===== config.mk =====
export PLATFORM = sky130hd
export DESIGN_NAME = atan2_div
export DESIGN_NICKNAME = d
export VERILOG_FILES = /design/src/hdl/atan2_decidegree_approx_unit_assert.svh /design/src/hdl/atan2_div.sv
export SDC_FILE = /design/constraint.sdc
export NUM_CORES = 2
export LEC_CHECK = 0
export BUFFER_PORTS_ARGS = -buffer_cell sky130_fd_sc_hd__buf_2
export CORE_MARGIN = 3
export CORE_UTILIZATION = 30
export CTS_CLUSTER_SIZE = 30
export DETAILED_ROUTE_END_ITERATION = 6
export PLACE_DENSITY_LB_ADDON = 0.15
export SLEW_MARGIN = 10
export SYNTH_ARGS = -nofsm -noshare
export SYNTH_HDL_FRONTEND = slang
export SYNTH_SLANG_ARGS = --single-unit

===== constraint.sdc =====
create_clock -name clk -period 3.6 [get_ports clk]
set_input_delay 0 -clock clk [delete_from_list [all_inputs] [get_ports clk]]
set_output_delay 0 -clock clk [all_outputs]
set_load 0.02 [all_outputs]

===== src/hdl/atan2_decidegree_approx_unit_assert.svh =====
// ---------------------------------------------------------------------------
// Assertion macros for the atan2 approximation unit
// ---------------------------------------------------------------------------
`ifndef ATAN2_DECIDEGREE_APPROX_UNIT_ASSERT_SVH
`define ATAN2_DECIDEGREE_APPROX_UNIT_ASSERT_SVH

// property must hold whenever out of reset
`define ADA_ASSERT(label, prop, msg) \
    label: assert property (@(posedge clk) disable iff (!rst_n) (prop)) else $error(msg);

// implication checked in the next cycle
`define ADA_ASSERT_NEXT(label, cond, prop, msg) \
    label: assert property (@(posedge clk) disable iff (!rst_n) (cond) |=> (prop)) \
        else $error(msg);

`endif


===== src/hdl/atan2_div.sv =====
// ---------------------------------------------------------------------------
// atan2_div
// Pipelined restoring divider, one quotient bit per stage.
// ---------------------------------------------------------------------------
module atan2_div #(
    parameter int NUM_W = 26,
    parameter int DEN_W = 17,
    parameter int SIDE_W = 8
) (
    input  logic              clk,
    input  logic              rst_n,
    input  logic              en,
    input  logic              in_valid,
    input  logic [NUM_W-1:0]  num,
    input  logic [DEN_W-1:0]  den,
    input  logic [SIDE_W-1:0] side_in,
    output logic              out_valid,
    output logic [NUM_W-1:0]  quot,
    output logic [SIDE_W-1:0] side_out
);
    logic [NUM_W:0]    v_reg;
    logic [NUM_W-1:0]  n_reg [NUM_W+1];
    logic [DEN_W-1:0]  d_reg [NUM_W+1];
    logic [DEN_W-1:0]  r_reg [NUM_W+1];
    logic [SIDE_W-1:0] s_reg [NUM_W+1];

    always_ff @(posedge clk or negedge rst_n)
    begin
        if (!rst_n)
        begin
            v_reg <= '0;
        end
        else if (en)
        begin
            v_reg <= {v_reg[NUM_W-1:0], in_valid};
        end
    end

    always_ff @(posedge clk)
    begin
        if (en)
        begin
            n_reg[0] <= num;
            d_reg[0] <= den;
            r_reg[0] <= '0;
            s_reg[0] <= side_in;
        end
    end

    for (genvar i = 0; i < NUM_W; i++)
    begin : g_st
        logic [DEN_W:0] trial;
        logic [DEN_W:0] diff;
        assign trial = {r_reg[i], n_reg[i][NUM_W-1]};
        assign diff = trial - {1'b0, d_reg[i]};
        always_ff @(posedge clk)
        begin
            if (en)
            begin
                r_reg[i+1] <= diff[DEN_W] ? trial[DEN_W-1:0] : diff[DEN_W-1:0];
                n_reg[i+1] <= {n_reg[i][NUM_W-2:0], ~diff[DEN_W]};
                d_reg[i+1] <= d_reg[i];
                s_reg[i+1] <= s_reg[i];
            end
        end
    end

    assign out_valid = v_reg[NUM_W];
    assign quot = n_reg[NUM_W];
    assign side_out = s_reg[NUM_W];
endmodule


Word level (Yosys, flattened, before mapping)
Memory sizes are Yosys's and may differ from the RTL's.
Index checks and enable logic that the tools add are counted.

storage, ports and cells
  bits in writable memories = 1836
  flip-flop bits (word level) = 27
  memories = 4
  bits in latches = 0
  memory bits (read-only) = 0
  bits of input ports = 55

cells by class
  divide/modulo/power cells = 0
  reductions and logical operators = 0
  magnitude comparators = 0
  shift operators = 0
  bitwise gates (word level) = 26
  eq/ne operators = 0
  muxes and demuxes = 28
  add/sub/neg operators = 26
  multiply operators = 0

memories
  memory  words  width  rd ports  clocked after Yosys merged registers in  write ports  line             RTL
  n_reg   27     26     27        0                                        27           atan2_div.sv:22  logic [NUM_W-1:0] n_reg [NUM_W+1];
  d_reg   27     17     26        0                                        27           atan2_div.sv:23  logic [DEN_W-1:0] d_reg [NUM_W+1];
  r_reg   27     17     26        0                                        27           atan2_div.sv:24  logic [DEN_W-1:0] r_reg [NUM_W+1];
  s_reg   27     8      27        0                                        27           atan2_div.sv:25  logic [SIDE_W-1:0] s_reg [NUM_W+1];

operators by type and width
  cell            count
  $sub 18x17->18  26
  $mux 17         26
  $not 1->1       26
  $mux 1          2

Depth between registers and ports, before layout
  depth after elaboration = 2
  depth in mapped cells = 13
  gate-level depth less buffers = 11

Worst setup path before layout
OpenSTA, ideal clock, no wires.

  kind = flip-flop to flip-flop
  start point = mem d_reg[23][1] (netlist: d_reg[1][120])
  end point = mem r_reg[24][9] (netlist: r_reg[1][145]) (data pin)
  arrival time = 2.545 ns
  buffers on the path = 1
  setup time = 0.262 ns
  path slack = 0.792 ns
  required time = 3.338 ns
  stages on the path, launching flop included = 12
  path through = edfxtp_1 inv_1 ha_1 nor2b_1 o21a_1 o21ai_0 a21oi_2 a21boi_2 o211ai_2 xor2_2 buf_6 mux2_1

RTL lines
  element             line
  start: declaration  atan2_div.sv:23
  end: declaration    atan2_div.sv:24

==> impl_metrics.py <==
metrics = {
    "status": {
        "status": "finished, final reports clean",
    },
    "timing": {
        "tightest_slew_ns": 0.784,
        "setup_viol": 0,
        "fin_setup_tns_ns": 0,
        "hold_ws_ns": 0.205,
        "finalClockSkew_ns": 0.0640,
        "final.period_utilization_pct": 89.1,
        "drv_slew": 0,
        "fmax_mhz": 312,
        "relSlewSlack_pct": 47.7,
        "hold_viol": 0,
        "min_period_ns": 3.21,
        "rsz0062_at_grt": "no",
    },
    "synthesis": {
        "synthTopCellsByArea": "edfxtp_1 66%, ha_1 6.6%, mux2_2 2.6%, inv_1 2.5%, o21ai_0 1.8%",
        "syn_area_sq_um": 81200,
        "synth-edff-count": 1785,
        "synthMostInstantiatedCell": "edfxtp_1",
        "synth_ff_type": "edfxtp_1",
        "synth-warning-count": 0,
        "synth.yosys.seq_area_share_pct": 66.8,
        "synth.largest_area_cell": "edfxtp_1",
        "yosys_register_bits": 1812,
        "syn_inst": 5677,
        "synth_top_area_share_pct": 66.0,
        "synthArstFlopShare_pct": 1.49,
        "synth.distinct_cells": 94,
        "synth_common_cells": "1785 x edfxtp_1, 547 x inv_1, 426 x ha_1",
        "avgSynthCellArea_sq_um": 14.3,
    },
    "grt": {
        "antenna_found_initial": 4,
        "grt_first_pass_wirelength_um": 245000,
        "grt_start_max_net_pins": 140,
        "overflow": 0,
        "grt_pass1_vias": 44600,
        "grt_use_total_pct": 10.7,
    },
    "die": {
        "core_area_sq_um": 269000,
        "die_w_um": 526,
        "die_area_sq_um": 277000,
        "start_util_pct": 30.2,
        "die_y_um": 526,
        "rows": 190,
        "io_pins": 90,
    },
    "worst_setup_path": {
        "path_max_fanout": 12,
        "rr_endpoint": "r_reg[0][146]$_DFFE_PP_",
        "r2r_slack_ns": 0.39,
        "critPathLaunchType": "register",
        "cp.required_ns": 4.19,
        "crit_start": "d_reg[0][120]$_DFFE_PP_",
        "endpoint": "r_reg[0][146]$_DFFE_PP_",
        "cp.arrival_ns": 3.80,
        "worstSetupPathType": "register to register",
        "r2r_start": "d_reg[0][120]$_DFFE_PP_",
        "end_kind": "register",
        "reg2regPathDepth": 10,
    },
    "clocking": {
        "cts_tree": "built",
        "cts-root-buf": "clkbuf_16",
        "clk-insertion-delay-late_ns": 0.86,
        "path_clk_slew_ns": 0.06,
        "htreeDepth": 4,
        "clock_path_buffers": 4,
        "postCtsSetupRepairBufs": 0,
        "cts_sinks": 1812,
        "cts_buffers": 218,
        "post_cts_resized": 0,
    },
    "placed_design": {
        "dp_cells": 9324,
        "dp_hpwl_um": 102000,
        "gp_congestion": 0.798,
        "io_buffers": 89,
        "dpl_cell_area_sq_um": 86500,
    },
    "final_layout": {
        "largest_reg_flops": 702,
        "fin_cells": 9826,
        "fillers": 25800,
        "fin_nets": 6606,
        "drive_gt1_share_pct": 11.8,
        "final_area_sq_um": 94400,
        "syn2layout_area_growth_pct": 16.3,
    },
    "pwr": {
        "leakagePower_uw": 0.0367,
        "peakVddDrop_mv": 0.373,
        "powerDensity_nw_per_um2": 848,
        "p_int_uw": 54400,
        "combPwrFrac_pct": 34.9,
        "switchingPower_uw": 25700,
        "seqPwrFrac_pct": 38.7,
        "p_clk_share_pct": 26.4,
        "switching_share_pct": 32.1,
    },
    "hold_path": {
        "hp-class": "input port to async pin",
    },
    "route": {
        "drtIter0Drc": 2595,
        "wire_per_inst_um": 15.4,
        "ant_nets": 0,
        "viasPerCell": 4.54,
        "routed_wl_um": 151000,
        "drc_errors": 0,
        "dr.pass1.iters": 5,
        "vias": 44600,
    },
    "job": {
        "cap_violations": 0,
    },
}
-- worst min path at each step --
stage                                  endpoint  startpoint  slack [ns]  cells after the start
after floorplan            v_reg[0]$_DFFE_PN0P_       rst_n       -0.30                      0
after global placement    v_reg[25]$_DFFE_PN0P_       rst_n        0.04                      1
after detailed placement  v_reg[26]$_DFFE_PN0P_       rst_n        0.04                      1
after CTS                 v_reg[21]$_DFFE_PN0P_       rst_n        0.13                      4
after global routing      v_reg[26]$_DFFE_PN0P_       rst_n        0.18                      4
final                     v_reg[21]$_DFFE_PN0P_       rst_n        0.20                      4
-- per-layer routing --
metal	GRT usage [%]	vias to the layer above	routed length, um
li1	-	22100	-
met1	15.0	21500	73400
met2	16.9	747	67500
met3	1.95	265	6450
met4	3.31	2	4020
met5	0	-	11
-- critical path, cell delays in order, from the launching register on --
cell and delay (ns):
edfxtp_1 0.44, inv_1 0.06, ha_1 0.26, nor2b_1 0.11, o21ai_0 0.10, a21boi_1 0.28
o2111ai_1 0.32, a2111oi_0 0.55, a211o_1 0.43, inv_1 0.12, mux2_2 0.28
-- final cells by class --
cell class,count,area [sq um],share of cell area (%)
clock inverter,121,1130,1.19
tap,3552,4440,4.71
timing repair buffer,283,2440,2.58
multi-input combinational,3237,24400,25.8
antenna,2,5.00,0.00530
clock buffer,270,5730,6.07
inverter,549,2070,2.19
sequential,1812,54300,57.5
-- cells by family after synthesis --
logic type | count (synthesis) | share of synthesized area [%]
fa+ha+maj | 450 | 7.16
mux | 274 | 3.84
other cells | 1 | 0.00462
xor+xnor | 276 | 3.06
buf+inv | 634 | 3.26
flops | 1812 | 66.8
simple gates | 998 | 5.92
compound gates | 1232 | 9.91
-- metrics by stage --
step	power (uW)	worst slack, ns	utilization (%)
after floorplan	52300	0.792	-
after detailed placement	59400	0.340	32.2
after global routing	86100	0.0670	35.2
final	80100	0.392	35.2
after CTS	81500	0.319	35.2
after global placement	59100	0.362	32.2
-- layout by cell type (no fill, tap or decap), types with 51 or more instances in the layout --
cell	instances
edfxtp_1	1785
inv_1	547
ha_1	426
nand2_1	356
o21ai_0	294
a21oi_1	261
nor2_1	222
clkbuf_16	221
mux2_2	191
a21o_1	188
xnor2_1	146
xor2_1	117
dlygate4sd3_1	108
buf_2	88
nor2b_1	83
o21a_1	78
buf_4	66
nand2b_1	59
nand3_1	58
a31oi_1	51
-- power groups by stage --
stage	combinational [uW]	sequential, uW	clock [uW]
global route	31600	31500	23000
finish	27900	31000	21100
global placement	27500	31700	0
CTS	28100	31200	22200
floorplan	21800	30500	0
detailed placement	27800	31600	0
-- timing repair --
item,CTS,global route
hold buffers,109,0
hold endpoints to repair,632,0
endpoints found under the setup margin,0,0
Power figures use the tool's default switching activity.
